File: src/sv/lbhc_pkg.sv
package lbhc_pkg;

    localparam logic [1:0] ITEM_TICK    = 2'd0;
    localparam logic [1:0] ITEM_ADVANCE = 2'd1;
    localparam logic [1:0] ITEM_SELECT  = 2'd2;

    localparam int unsigned CFG_INDEX_W = 3;
    localparam int unsigned CFG_DATA_W  = 16;
    localparam int unsigned PERIOD_W    = 16;
    localparam int unsigned BEAT_W      = 5;

    localparam logic [CFG_INDEX_W-1:0] REG_FAST_PERIOD  = 3'd0;
    localparam logic [CFG_INDEX_W-1:0] REG_SLOW_PERIOD  = 3'd1;
    localparam logic [CFG_INDEX_W-1:0] REG_BEAT_PERIOD  = 3'd2;
    localparam logic [CFG_INDEX_W-1:0] REG_BEAT_TOGGLES = 3'd3;
    localparam logic [CFG_INDEX_W-1:0] REG_BEAT_LENGTH  = 3'd4;

    localparam logic [PERIOD_W-1:0] FAST_PERIOD_RESET  = 16'd100;
    localparam logic [PERIOD_W-1:0] SLOW_PERIOD_RESET  = 16'd1000;
    localparam logic [PERIOD_W-1:0] BEAT_PERIOD_RESET  = 16'd200;
    localparam logic [BEAT_W-1:0]   BEAT_TOGGLES_RESET = 5'd4;
    localparam logic [BEAT_W-1:0]   BEAT_LENGTH_RESET  = 5'd20;

    typedef struct packed {
        logic [PERIOD_W-1:0] fast_period;
        logic [PERIOD_W-1:0] slow_period;
        logic [PERIOD_W-1:0] beat_period;
        logic [BEAT_W-1:0]   beat_toggles;
        logic [BEAT_W-1:0]   beat_length;
    } cfg_t;

    typedef struct packed {
        logic tick;
        logic advance;
    } led_ctrl_t;

    typedef struct packed {
        logic       tick;
        logic       select;
        logic [1:0] selection;
    } ind_ctrl_t;

    function automatic logic [PERIOD_W-1:0] eff_period(input logic [PERIOD_W-1:0] p);
        eff_period = (p == '0) ? PERIOD_W'(1) : p;
    endfunction

endpackage

File: src/sv/lbhc_req_if.sv
interface lbhc_req_if;
    logic       valid;
    logic       ready;
    logic [1:0] mode;
    logic [1:0] led_number;
    logic [1:0] selection;

    modport source (output valid, output mode, output led_number, output selection,
                    input ready);
    modport sink   (input valid, input mode, input led_number, input selection,
                    output ready);
endinterface

File: src/sv/lbhc_rsp_if.sv
interface lbhc_rsp_if #(
    parameter int LED_COUNT = 3
);
    logic                 valid;
    logic                 ready;
    logic [LED_COUNT-1:0] led_levels;
    logic                 indicator_level;

    modport source (output valid, output led_levels, output indicator_level, input ready);
    modport sink   (input valid, input led_levels, input indicator_level, output ready);
endinterface

File: src/sv/lbhc_led_unit.sv
module lbhc_led_unit
    import lbhc_pkg::*;
(
    input  logic      clk,
    input  logic      rst_n,
    input  cfg_t      cfg,
    input  led_ctrl_t ctrl,
    output logic      level_next
);

    localparam logic [2:0] M_OFF  = 3'd0;
    localparam logic [2:0] M_FAST = 3'd1;
    localparam logic [2:0] M_SLOW = 3'd2;
    localparam logic [2:0] M_BEAT = 3'd3;
    localparam logic [2:0] M_ON   = 3'd4;

    logic [2:0]          mode_reg,  mode_next;
    logic                level_reg;
    logic [PERIOD_W-1:0] cnt_reg,   cnt_next;
    logic [BEAT_W-1:0]   beat_reg,  beat_next;
    logic [PERIOD_W-1:0] cnt_dec;
    logic [BEAT_W-1:0]   beat_inc;
    logic [2:0]          mode_adv;

    function automatic logic [PERIOD_W-1:0] period_of(input logic [2:0] m, input cfg_t c);
        if (m == M_SLOW)
            period_of = eff_period(c.slow_period);
        else if (m == M_BEAT)
            period_of = eff_period(c.beat_period);
        else
            period_of = eff_period(c.fast_period);
    endfunction

    assign cnt_dec  = cnt_reg - PERIOD_W'(1);
    assign beat_inc = beat_reg + BEAT_W'(1);
    assign mode_adv = (mode_reg >= M_ON) ? M_OFF : mode_reg + 3'd1;

    always_comb
    begin
        mode_next  = mode_reg;
        level_next = level_reg;
        cnt_next   = cnt_reg;
        beat_next  = beat_reg;
        if (ctrl.tick)
        begin
            if (cnt_reg != '0)
            begin
                cnt_next = cnt_dec;
                if (cnt_dec == '0)
                begin
                    cnt_next = period_of(mode_reg, cfg);
                    if (mode_reg == M_BEAT)
                    begin
                        beat_next = beat_inc;
                        if (beat_inc <= cfg.beat_toggles)
                            level_next = ~level_reg;
                        if (beat_inc >= cfg.beat_length)
                            beat_next = '0;
                    end
                    else
                    begin
                        level_next = ~level_reg;
                    end
                end
            end
        end
        else if (ctrl.advance)
        begin
            mode_next = mode_adv;
            cnt_next  = '0;
            unique case (mode_adv) inside
                M_OFF:
                begin
                    level_next = 1'b0;
                end
                M_ON:
                begin
                    level_next = 1'b1;
                end
                M_FAST, M_SLOW, M_BEAT:
                begin
                    level_next = (mode_adv == M_BEAT) ? 1'b0 : ~level_reg;
                    beat_next  = '0;
                    cnt_next   = period_of(mode_adv, cfg);
                end
                default:
                begin
                    level_next = level_reg;
                end
            endcase
        end
    end

    always_ff @(posedge clk or negedge rst_n)
    begin
        if (!rst_n)
        begin
            mode_reg  <= M_OFF;
            level_reg <= 1'b0;
            cnt_reg   <= '0;
            beat_reg  <= '0;
        end
        else
        begin
            mode_reg  <= mode_next;
            level_reg <= level_next;
            cnt_reg   <= cnt_next;
            beat_reg  <= beat_next;
        end
    end

endmodule

File: src/sv/lbhc_indicator.sv
module lbhc_indicator
    import lbhc_pkg::*;
(
    input  logic      clk,
    input  logic      rst_n,
    input  cfg_t      cfg,
    input  ind_ctrl_t ctrl,
    output logic      level_next
);

    localparam logic [1:0] SEL_NONE = 2'd0;
    localparam logic [1:0] SEL_ON   = 2'd1;
    localparam logic [1:0] SEL_FAST = 2'd2;
    localparam logic [1:0] SEL_SLOW = 2'd3;

    logic [1:0]          sel_reg, sel_next;
    logic                state_reg;
    logic [PERIOD_W-1:0] cnt_reg, cnt_next;
    logic [PERIOD_W-1:0] cnt_dec;

    assign cnt_dec = cnt_reg - PERIOD_W'(1);

    always_comb
    begin
        sel_next   = sel_reg;
        level_next = state_reg;
        cnt_next   = cnt_reg;
        if (ctrl.tick)
        begin
            if (cnt_reg != '0)
            begin
                cnt_next = cnt_dec;
                if (cnt_dec == '0)
                begin
                    level_next = ~state_reg;
                    cnt_next   = (sel_reg == SEL_SLOW) ? eff_period(cfg.slow_period)
                                                       : eff_period(cfg.fast_period);
                end
            end
        end
        else if (ctrl.select)
        begin
            sel_next = ctrl.selection;
            cnt_next = '0;
            unique case (ctrl.selection)
                SEL_NONE: level_next = 1'b0;
                SEL_ON:   level_next = 1'b1;
                SEL_FAST:
                begin
                    level_next = ~state_reg;
                    cnt_next   = eff_period(cfg.fast_period);
                end
                SEL_SLOW:
                begin
                    level_next = ~state_reg;
                    cnt_next   = eff_period(cfg.slow_period);
                end
                default:  level_next = state_reg;
            endcase
        end
    end

    always_ff @(posedge clk or negedge rst_n)
    begin
        if (!rst_n)
        begin
            sel_reg   <= SEL_NONE;
            state_reg <= 1'b0;
            cnt_reg   <= '0;
        end
        else
        begin
            sel_reg   <= sel_next;
            state_reg <= level_next;
            cnt_reg   <= cnt_next;
        end
    end

endmodule

File: src/sv/led_blink_heartbeat_controller.sv
// LED blink and heartbeat controller.
// req carries one item per transfer: a millisecond tick, a request to advance
// the mode of one LED, or a new selection for the indicator. rsp returns one
// transfer per item with all LED levels and the indicator level after it.
// Registers must be written through cfg_wr_en/cfg_index/cfg_data only while
// the block is idle; the block itself does not enforce this. Writes to an index
// above four are dropped. An accepted item is held in the input register, then
// the LED units and the indicator update their state and the levels land in
// the result register, which drives rsp.valid.
// Throughput is one item per cycle while rsp does not stall; every timer
// updates in parallel in one pass of logic between the input register and the
// result register. When rsp stalls, the result register holds and the input
// register takes one more item; req.ready drops once both are full.
// Reset clears all LEDs to off, stops all timers, clears the indicator and
// loads the register defaults (100, 1000, 200, 4, 20).
module led_blink_heartbeat_controller
    import lbhc_pkg::*;
#(
    parameter int LED_COUNT = 3
)
(
    input  logic                   clk,
    input  logic                   rst_n,
    lbhc_req_if.sink               req,
    lbhc_rsp_if.source             rsp,
    input  logic                   cfg_wr_en,
    input  logic [CFG_INDEX_W-1:0] cfg_index,
    input  logic [CFG_DATA_W-1:0]  cfg_data
);

    cfg_t                 cfg_reg;
    logic                 in_valid_reg;
    logic [1:0]           mode_reg;
    logic [1:0]           num_reg;
    logic [1:0]           sel_reg;
    logic                 out_valid_reg;
    logic [LED_COUNT-1:0] levels_reg;
    logic                 ind_reg;
    logic [LED_COUNT-1:0] levels_next;
    logic                 ind_next;
    logic                 advance;
    logic                 step;
    ind_ctrl_t            ind_ctrl;

    assign advance   = !out_valid_reg || rsp.ready;
    assign step      = in_valid_reg && advance;
    assign req.ready = !in_valid_reg || advance;

    always_ff @(posedge clk or negedge rst_n)
    begin
        if (!rst_n)
        begin
            cfg_reg.fast_period  <= FAST_PERIOD_RESET;
            cfg_reg.slow_period  <= SLOW_PERIOD_RESET;
            cfg_reg.beat_period  <= BEAT_PERIOD_RESET;
            cfg_reg.beat_toggles <= BEAT_TOGGLES_RESET;
            cfg_reg.beat_length  <= BEAT_LENGTH_RESET;
        end
        else if (cfg_wr_en)
        begin
            unique case (cfg_index)
                REG_FAST_PERIOD:  cfg_reg.fast_period  <= cfg_data;
                REG_SLOW_PERIOD:  cfg_reg.slow_period  <= cfg_data;
                REG_BEAT_PERIOD:  cfg_reg.beat_period  <= cfg_data;
                REG_BEAT_TOGGLES: cfg_reg.beat_toggles <= cfg_data[BEAT_W-1:0];
                REG_BEAT_LENGTH:  cfg_reg.beat_length  <= cfg_data[BEAT_W-1:0];
                default:          cfg_reg <= cfg_reg;
            endcase
        end
    end

    always_ff @(posedge clk or negedge rst_n)
    begin
        if (!rst_n)
            in_valid_reg <= 1'b0;
        else if (req.valid && req.ready)
            in_valid_reg <= 1'b1;
        else if (step)
            in_valid_reg <= 1'b0;
    end

    always_ff @(posedge clk)
    begin
        if (req.valid && req.ready)
        begin
            mode_reg <= req.mode;
            num_reg  <= req.led_number;
            sel_reg  <= req.selection;
        end
    end

    genvar i;
    generate
        for (i = 0; i < LED_COUNT; i++)
        begin : g_led
            led_ctrl_t led_ctrl;

            assign led_ctrl.tick    = step && (mode_reg == ITEM_TICK);
            assign led_ctrl.advance = step && (mode_reg == ITEM_ADVANCE)
                                      && (32'(num_reg) == 32'(i + 1));

            lbhc_led_unit u_led (
                .clk        (clk),
                .rst_n      (rst_n),
                .cfg        (cfg_reg),
                .ctrl       (led_ctrl),
                .level_next (levels_next[i])
            );
        end
    endgenerate

    assign ind_ctrl.tick      = step && (mode_reg == ITEM_TICK);
    assign ind_ctrl.select    = step && (mode_reg == ITEM_SELECT);
    assign ind_ctrl.selection = sel_reg;

    lbhc_indicator u_ind (
        .clk        (clk),
        .rst_n      (rst_n),
        .cfg        (cfg_reg),
        .ctrl       (ind_ctrl),
        .level_next (ind_next)
    );

    always_ff @(posedge clk or negedge rst_n)
    begin
        if (!rst_n)
            out_valid_reg <= 1'b0;
        else if (advance)
            out_valid_reg <= in_valid_reg;
    end

    always_ff @(posedge clk)
    begin
        if (step)
        begin
            levels_reg <= levels_next;
            ind_reg    <= ind_next;
        end
    end

    assign rsp.valid           = out_valid_reg;
    assign rsp.led_levels      = levels_reg;
    assign rsp.indicator_level = ind_reg;

endmodule
File: src/flat_wrapper.sv
// flat-port wrapper written by rule: the top's interface ports become plain ports
module led_blink_heartbeat_controller_flat import lbhc_pkg::*;
#(
    parameter int LED_COUNT = 3
)
  (clk, rst_n, cfg_wr_en, cfg_index, cfg_data, req_valid, req_mode, req_led_number, req_selection, req_ready, rsp_valid, rsp_led_levels, rsp_indicator_level, rsp_ready);
  lbhc_req_if req_i ();
  lbhc_rsp_if #(.LED_COUNT(LED_COUNT)) rsp_i ();
  input  logic clk;
  input  logic rst_n;
  input  logic cfg_wr_en;
  input  logic [CFG_INDEX_W-1:0] cfg_index;
  input  logic [CFG_DATA_W-1:0] cfg_data;
  input wire logic [$bits(req_i.valid)-1:0] req_valid;
  input wire logic [$bits(req_i.mode)-1:0] req_mode;
  input wire logic [$bits(req_i.led_number)-1:0] req_led_number;
  input wire logic [$bits(req_i.selection)-1:0] req_selection;
  output wire logic [$bits(req_i.ready)-1:0] req_ready;
  output wire logic [$bits(rsp_i.valid)-1:0] rsp_valid;
  output wire logic [$bits(rsp_i.led_levels)-1:0] rsp_led_levels;
  output wire logic [$bits(rsp_i.indicator_level)-1:0] rsp_indicator_level;
  input wire logic [$bits(rsp_i.ready)-1:0] rsp_ready;
  assign req_i.valid = req_valid;
  assign req_i.mode = req_mode;
  assign req_i.led_number = req_led_number;
  assign req_i.selection = req_selection;
  assign req_ready = req_i.ready;
  assign rsp_valid = rsp_i.valid;
  assign rsp_led_levels = rsp_i.led_levels;
  assign rsp_indicator_level = rsp_i.indicator_level;
  assign rsp_i.ready = rsp_ready;
  led_blink_heartbeat_controller #(.LED_COUNT(LED_COUNT)) u_core (.clk(clk), .rst_n(rst_n), .req(req_i), .rsp(rsp_i), .cfg_wr_en(cfg_wr_en), .cfg_index(cfg_index), .cfg_data(cfg_data));
endmodule
File: config.mk
export PLATFORM = sky130hd
export DESIGN_NAME = led_blink_heartbeat_controller_flat
export DESIGN_NICKNAME = d
export VERILOG_FILES = /design/src/sv/lbhc_pkg.sv /design/src/sv/lbhc_req_if.sv /design/src/sv/lbhc_rsp_if.sv /design/src/sv/lbhc_led_unit.sv /design/src/sv/lbhc_indicator.sv /design/src/sv/led_blink_heartbeat_controller.sv /design/src/flat_wrapper.sv
export SDC_FILE = /design/constraint.sdc
export NUM_CORES = 1
export LEC_CHECK = 0
export BUFFER_PORTS_ARGS = -buffer_cell sky130_fd_sc_hd__buf_2
export CORE_AREA = 5 5 153 155
export CTS_BUF_LIST = sky130_fd_sc_hd__clkbuf_8
export DETAILED_ROUTE_END_ITERATION = 8
export DIE_AREA = 0 0 158 160
export PLACE_DENSITY = 0.82
export SKIP_CTS_REPAIR_TIMING = 1
export SYNTH_ARGS = -nofsm -noshare
export SYNTH_HDL_FRONTEND = slang
export SYNTH_SLANG_ARGS = --single-unit
export TNS_END_PERCENT = 5
File: constraint.sdc
create_clock -name clk -period 8.83 [get_ports clk]
set_input_delay 1.3245 -clock clk [delete_from_list [all_inputs] [get_ports clk]]
set_output_delay 1.3245 -clock clk [all_outputs]
set_load 0.01 [all_outputs]
Word-level counts from Yosys, hierarchy flattened --
Index checks and enable logic that the tools add are counted.
Storage, ports and cells: flip-flop bits (word level) 164, input port bits 30, output and inout port bits 6, word-level logic and storage cells 240
Cells by class: add/subtract/negate cells 10, $lt $le $gt $ge 9, equal/unequal tests 41, mux-type cells 91, bitwise gates (word level) 5, reductions and logical operators 57
Operators with widths (count):
- $mux 16 | 35
- $logic_not 16->1 | 7
- $mux 5 | 21
- $reduce_bool 16->1 | 4
- $sub 16x1->16 const B | 4
- $eq 3x2->1 const B | 14
- $pmux 16 s2 | 1
- $mux 1 | 27
- $reduce_and 2->1 | 13
- $ne 2x2->1 const B | 10
- $reduce_bool 2->1 | 8
- $add 5x1->5 const B | 3
- $ge 5x5->1 | 3
- $le 5x5->1 | 3
- $reduce_and 5->1 | 3
- $eq 2x2->1 const B | 6
- $eq 3x1->1 const B | 4
- $eq 3x3->1 const B | 4
- $logic_not 3->1 | 4
- $pmux 1 s3 | 4
- $add 3x1->3 const B | 3
- $ge 3x3->1 const B | 3
- $mux 3 | 3
- $reduce_or 3->1 | 3
- other kinds (7) | 23

Depth between registers and ports, before layout --
depth in word-level cells 8, gate-level depth with buffers 12, depth with buffers taken out 9

By module --
A second synthesis with hierarchy kept.
Second synthesis, totals: cells, all modules 1541, area total of the unflattened synthesis 13723.2 um^2
By module, submodules not included:
- lbhc_led_unit at u_core.g_led[1].u_led | instances 1, cells each 379, area each 3025.4 um^2, seq. area each 625.6 um^2
- lbhc_led_unit at u_core.g_led[0].u_led | instances 1, cells each 387, area each 2980.4 um^2, seq. area each 625.6 um^2
- lbhc_led_unit at u_core.g_led[2].u_led | instances 1, cells each 373, area each 2885.3 um^2, seq. area each 625.6 um^2
- led_blink_heartbeat_controller | instances 1, cells each 152, area each 2705.1 um^2, seq. area each 1820.5 um^2
- lbhc_indicator | instances 1, cells each 250, area each 2127.0 um^2, seq. area each 475.5 um^2

Worst setup path after synthesis --
Ideal clock, no wire load.
kind input-to-reg, start in rsp_ready, end reg u_core.g_led[2].u_led.beat_reg[0], library setup time 125 ps, arrival 2995 ps, required time 8705 ps, setup slack 5711 ps, stages on the path 7, path buffers 0, cells stage by stage nand2b_1 and3_1 nor4b_1 nand2_1 nand2_1 o21ai_1 mux2_2
On the way: longest elaborated chain between the ends 6, elaborated cells on any way between the ends 12, classes of those cells eq/ne: 3; mux: 1; reduce/logical: 8
RTL lines:
- start: declaration | line flat_wrapper.sv:22 | input wire logic [$bits(rsp_i.ready)-1:0] rsp_ready;
- $logic_or 1x1->1 * | line led_blink_heartbeat_controller.sv:45 | assign advance = !out_valid_reg || rsp.ready;
- $logic_and 1x1->1 * | line led_blink_heartbeat_controller.sv:46 | assign step = in_valid_reg && advance;
- $logic_and 1x1->1 | line led_blink_heartbeat_controller.sv:99 | assign led_ctrl.advance = step && (mode_reg == ITEM_ADVANCE)
- $logic_and 1x1->1 | line led_blink_heartbeat_controller.sv:100 | && (32'(num_reg) == 32'(i + 1));
- $reduce_bool 2->1 (no line)
- $reduce_and 5->1 (no line)
- end signal: assignment | line lbhc_led_unit.sv:108 | beat_reg <= beat_next;
- end: declaration | line lbhc_led_unit.sv:20 | logic [BEAT_W-1:0] beat_reg, beat_next;
Every way passes the cells marked *; elsewhere a longest branch is shown, timed or not. A chain may end at the register's enable or synchronous reset.

Worst setup path after layout --
start reg u_core.g_led[0].u_led.mode_reg[0], end reg u_core.g_led[0].u_led.cnt_reg[2]
On the way: longest elaborated chain between the ends 8, elaborated cells on any way between the ends 18, classes of those cells add/sub: 1; order compare: 1; eq/ne: 5; mux: 10; reduce/logical: 1
RTL lines:
- start: declaration | line lbhc_led_unit.sv:17 | logic [2:0] mode_reg, mode_next;
- start signal: assignment | line lbhc_led_unit.sv:105 | mode_reg <= mode_next;
- $add 3x1->3 or $ge 3x3->1 (tied branches) | line lbhc_led_unit.sv:36 | assign mode_adv = (mode_reg >= M_ON) ? M_OFF : mode_reg + 3'd1;
- $mux 3 | line lbhc_led_unit.sv:36
- $eq 3x2->1 | line lbhc_led_unit.sv:28 | else if (m == M_BEAT)
- $mux 16 | line lbhc_led_unit.sv:28
- $mux 16 | line lbhc_led_unit.sv:26 | if (m == M_SLOW)
- $mux 16 | line lbhc_led_unit.sv:71 | unique case (mode_adv) inside
- $mux 16 | line lbhc_led_unit.sv:67 | else if (ctrl.advance)
- $mux 16 * | line lbhc_led_unit.sv:44 | if (ctrl.tick)
- end signal: assignment | line lbhc_led_unit.sv:107 | cnt_reg <= cnt_next;
- end: declaration | line lbhc_led_unit.sv:19 | logic [PERIOD_W-1:0] cnt_reg, cnt_next;
Every way passes the cells marked *; elsewhere a longest branch is shown, timed or not. The select of a mux whose other input is x is not followed.

==> results.sh <==
export IMPL_register_area_mm2=0.004173
export IMPL_dp_final_hpwl_um=26330
export IMPL_cts_root_buf="clkbuf_8"
export IMPL_synth_area_mm2=0.01280
export IMPL_synth_top_cell_area_share_pct=27.17
export IMPL_slew_headroom_pct=16.47
export IMPL_nFillCells=1802
export IMPL_p_per_area_mw_per_mm2=280.4
export IMPL_p_clk_share_pct=14.6
export IMPL_worstPathArrival_ps=4440
export IMPL_multi_input_area_mm2=0.007983
export IMPL_cts_htree_levels=4
export IMPL_p_sw_uw=1789
export IMPL_ir_drop_mv=0.1396
export IMPL_synth_most_common_cell="nor2_1"
export IMPL_final_setup_viol_count=0
export IMPL_syn_avg_cell_area_um2=8.563
export IMPL_via_count=11914
export IMPL_rsz0062_at_grt="no"
export IMPL_combPwrFrac_pct=46.7
export IMPL_dieArea_mm2=0.02528
export IMPL_wl_per_cell_um=22.16
export IMPL_drive_above_1_share_pct=14.27
export IMPL_cts_sinks=164
export IMPL_core_rowCount=54
export IMPL_tritoncts="built"
export IMPL_clkLatencyLatePin_ps=470
export IMPL_synth_ff_latch_count=164
export IMPL_diodes=0
export IMPL_place_area_mm2=0.01300
export IMPL_largest_reg_flops=58
export IMPL_intPower_uw=1962
export IMPL_design_area_mm2=0.01338
export IMPL_worst_pin_slew_ps=1253
export IMPL_place_gp_congestion=1.005
export IMPL_cp_required_ps=9250
export IMPL_swShare_pct=47.69
export IMPL_grt_usage_pct=30.26
export IMPL_drt_pass1_iterations=6
export IMPL_max_cap_viol_count=0
export IMPL_core_mm2=0.02169
export IMPL_min_period_over_period_pct=45.53
export IMPL_clockBufferDepth=2
export IMPL_grt_pass1_wl_um=60990
export IMPL_async_reset_ff_share_pct=93.90
export IMPL_ys_types=85
export IMPL_final_hold_viol_count=0
export IMPL_yosysWarningCount=0
export IMPL_synthTopCellsByCount="nor2_1, dfrtp_1, nand2_1"
export IMPL_synthFlopType="dfrtp_1"
export IMPL_path_clk_slew_ps=90
export IMPL_fin_nets=1521
export IMPL_grt_remaining_overflow=0
export IMPL_drc=0
export IMPL_crit_path_start_kind="flop"
export IMPL_skew_ps=16.02
export IMPL_area_growth_syn_to_layout_pct=4.506
export IMPL_ys_top_cells_by_area="dfrtp_1, mux2i_1, mux2_2"
export IMPL_crit_fanout=33
export IMPL_cts_buffers=17
export IMPL_antenna_found_initial=0
export IMPL_min_period_ps=4020
export IMPL_netlist_instances=1495
export IMPL_critPathKind="flop to flop"
export IMPL_initial_core_util_pct=59.03
export IMPL_place_inst=1699
export IMPL_status="completed"
export IMPL_via_per_inst=6.883
export IMPL_drv_slew=0
export IMPL_power_frac_seq_pct=38.7
export IMPL_final_core_util_pct=61.69
export IMPL_port_buffers=35
export IMPL_grt_max_degree=81
export IMPL_end_kind="flop"
export IMPL_synth_edf_count=10
export IMPL_ys_seq_area_share_pct=32.59
export IMPL_fmax_mhz=248.8
export IMPL_die_w_um=158
export IMPL_fp_dieH_um=160
export IMPL_syn_nets=1578
export IMPL_final_cells=1731
export IMPL_io_pins=36
export IMPL_finalSetupTns_ps=0
export IMPL_drt_initial_drc_count=1554
export IMPL_p_leak_uw=0.005455
export IMPL_grt_pass1_vias=11210
export IMPL_yosysTopAreaCell="dfrtp_1"
export IMPL_hp_class="flop to flop"
export IMPL_ant_nets=0
export IMPL_drt_total_wl_um=38360
export IMPL_power_uw=3751
[power by group through the flow]
stage / logic (uW) / registers [uW] / clock network (uW)
2_1_floorplan: 1510 / 1140 / 0
3_3_place_gp: 1640 / 1420 / 0
3_5_place_dp: 1700 / 1430 / 0
4_1_cts: 1710 / 1420 / 552
5_1_grt: 1930 / 1470 / 578
6_report: 1750 / 1450 / 547
[worst paths after layout]
kind / end / start / cells after the start / slack [ps]
worst max-delay path: u_core.g_led[0].u_led.cnt_reg[2] / u_core.g_led[0].u_led.mode_reg[0] / 10 / 4810
worst min-delay path: u_core.cfg_reg[9] / u_core.cfg_reg[9] / 1 / 520
worst max register to register: u_core.g_led[0].u_led.cnt_reg[2] / u_core.g_led[0].u_led.mode_reg[0] / 10 / 4810
worst min register to register: u_core.cfg_reg[9] / u_core.cfg_reg[9] / 1 / 520
max in group asynchronous: u_core.g_led[0].u_led.cnt_reg[4] / rst_n / 2 / 6490
min in group asynchronous: u_core.g_led[1].u_led.cnt_reg[4] / rst_n / 1 / 870
[worst max-delay path, stage by stage (launching register included)]
cell and delay [ps]:
dfrtp_1 950, inv_1 330, ha_1 440, and3b_1 890, and2_1 250, o21ai_0 90
buf_4 230, a211oi_1 310, nor3_1 120, o22ai_1 180, o211a_1 160
[final cells by class]
cell class | count | area share, %
multi-input combinational | 1157 | 59.67
sequential | 164 | 31.19
tap | 280 | 2.619
timing repair buffer | 54 | 2.422
clock buffer | 19 | 1.955
inverter | 44 | 1.234
clock inverter | 13 | 0.9165
[layout by cell type (no fill, tap or decap), types with 6 or more instances in the layout]
master,instances
a211oi_1,49
buf_4,19
a21o_1,12
nor2b_1,10
a22o_1,7
nor4_1,26
o32a_1,9
nand3_1,38
nand2_1,116
a21oi_1,109
xor2_1,10
o21a_1,14
o31ai_1,10
nor2_1,144
nor3_1,41
o211ai_1,15
or4_1,6
dfrtp_1,139
o22ai_1,13
dfstp_2,15
nand2b_1,11
a31oi_1,23
and3_1,11
inv_1,45
mux2i_1,109
buf_2,34
edfxtp_1,10
ha_1,53
o21ai_0,93
nand3b_1,6
nand4_1,15
or3_1,12
xnor2_1,11
clkbuf_8,19
mux2_2,80
[through the flow]
| step | worst slack (ps) | hold WS, ps |
|---|---|---|
| global route | 4581 | 533.6 |
| finish | 4810 | 518.6 |
| global placement | 5023 | 487.3 |
| detailed placement | 4907 | 497.6 |
| CTS | 4954 | 519.2 |
| floorplan | 5711 | 468.2 |
[kinds of logic (layout without fill, tap and decap cells)]
group | Yosys count | in the layout | share of synthesized area [%]
buffers and inverters | 174 | 130 | 5.551
XOR/XNOR | 21 | 21 | 1.437
adder cells (fa/ha/maj) | 53 | 53 | 5.180
flip-flops | 164 | 164 | 32.59
multiplexers | 189 | 189 | 15.56
AND/OR/NAND/NOR | 481 | 481 | 18.82
AO/OA/AOI/OAI | 413 | 413 | 20.86
[per-layer routing]
layer	global-route usage (%)	vias to the layer above	routed length, um
li1	-	5424	-
met5	0	-	0
met3	8.958	179	4481
met1	41.11	5539	15530
met4	14.00	0	2038
met2	44.45	772	16320
Power figures use the tool's default switching activity.
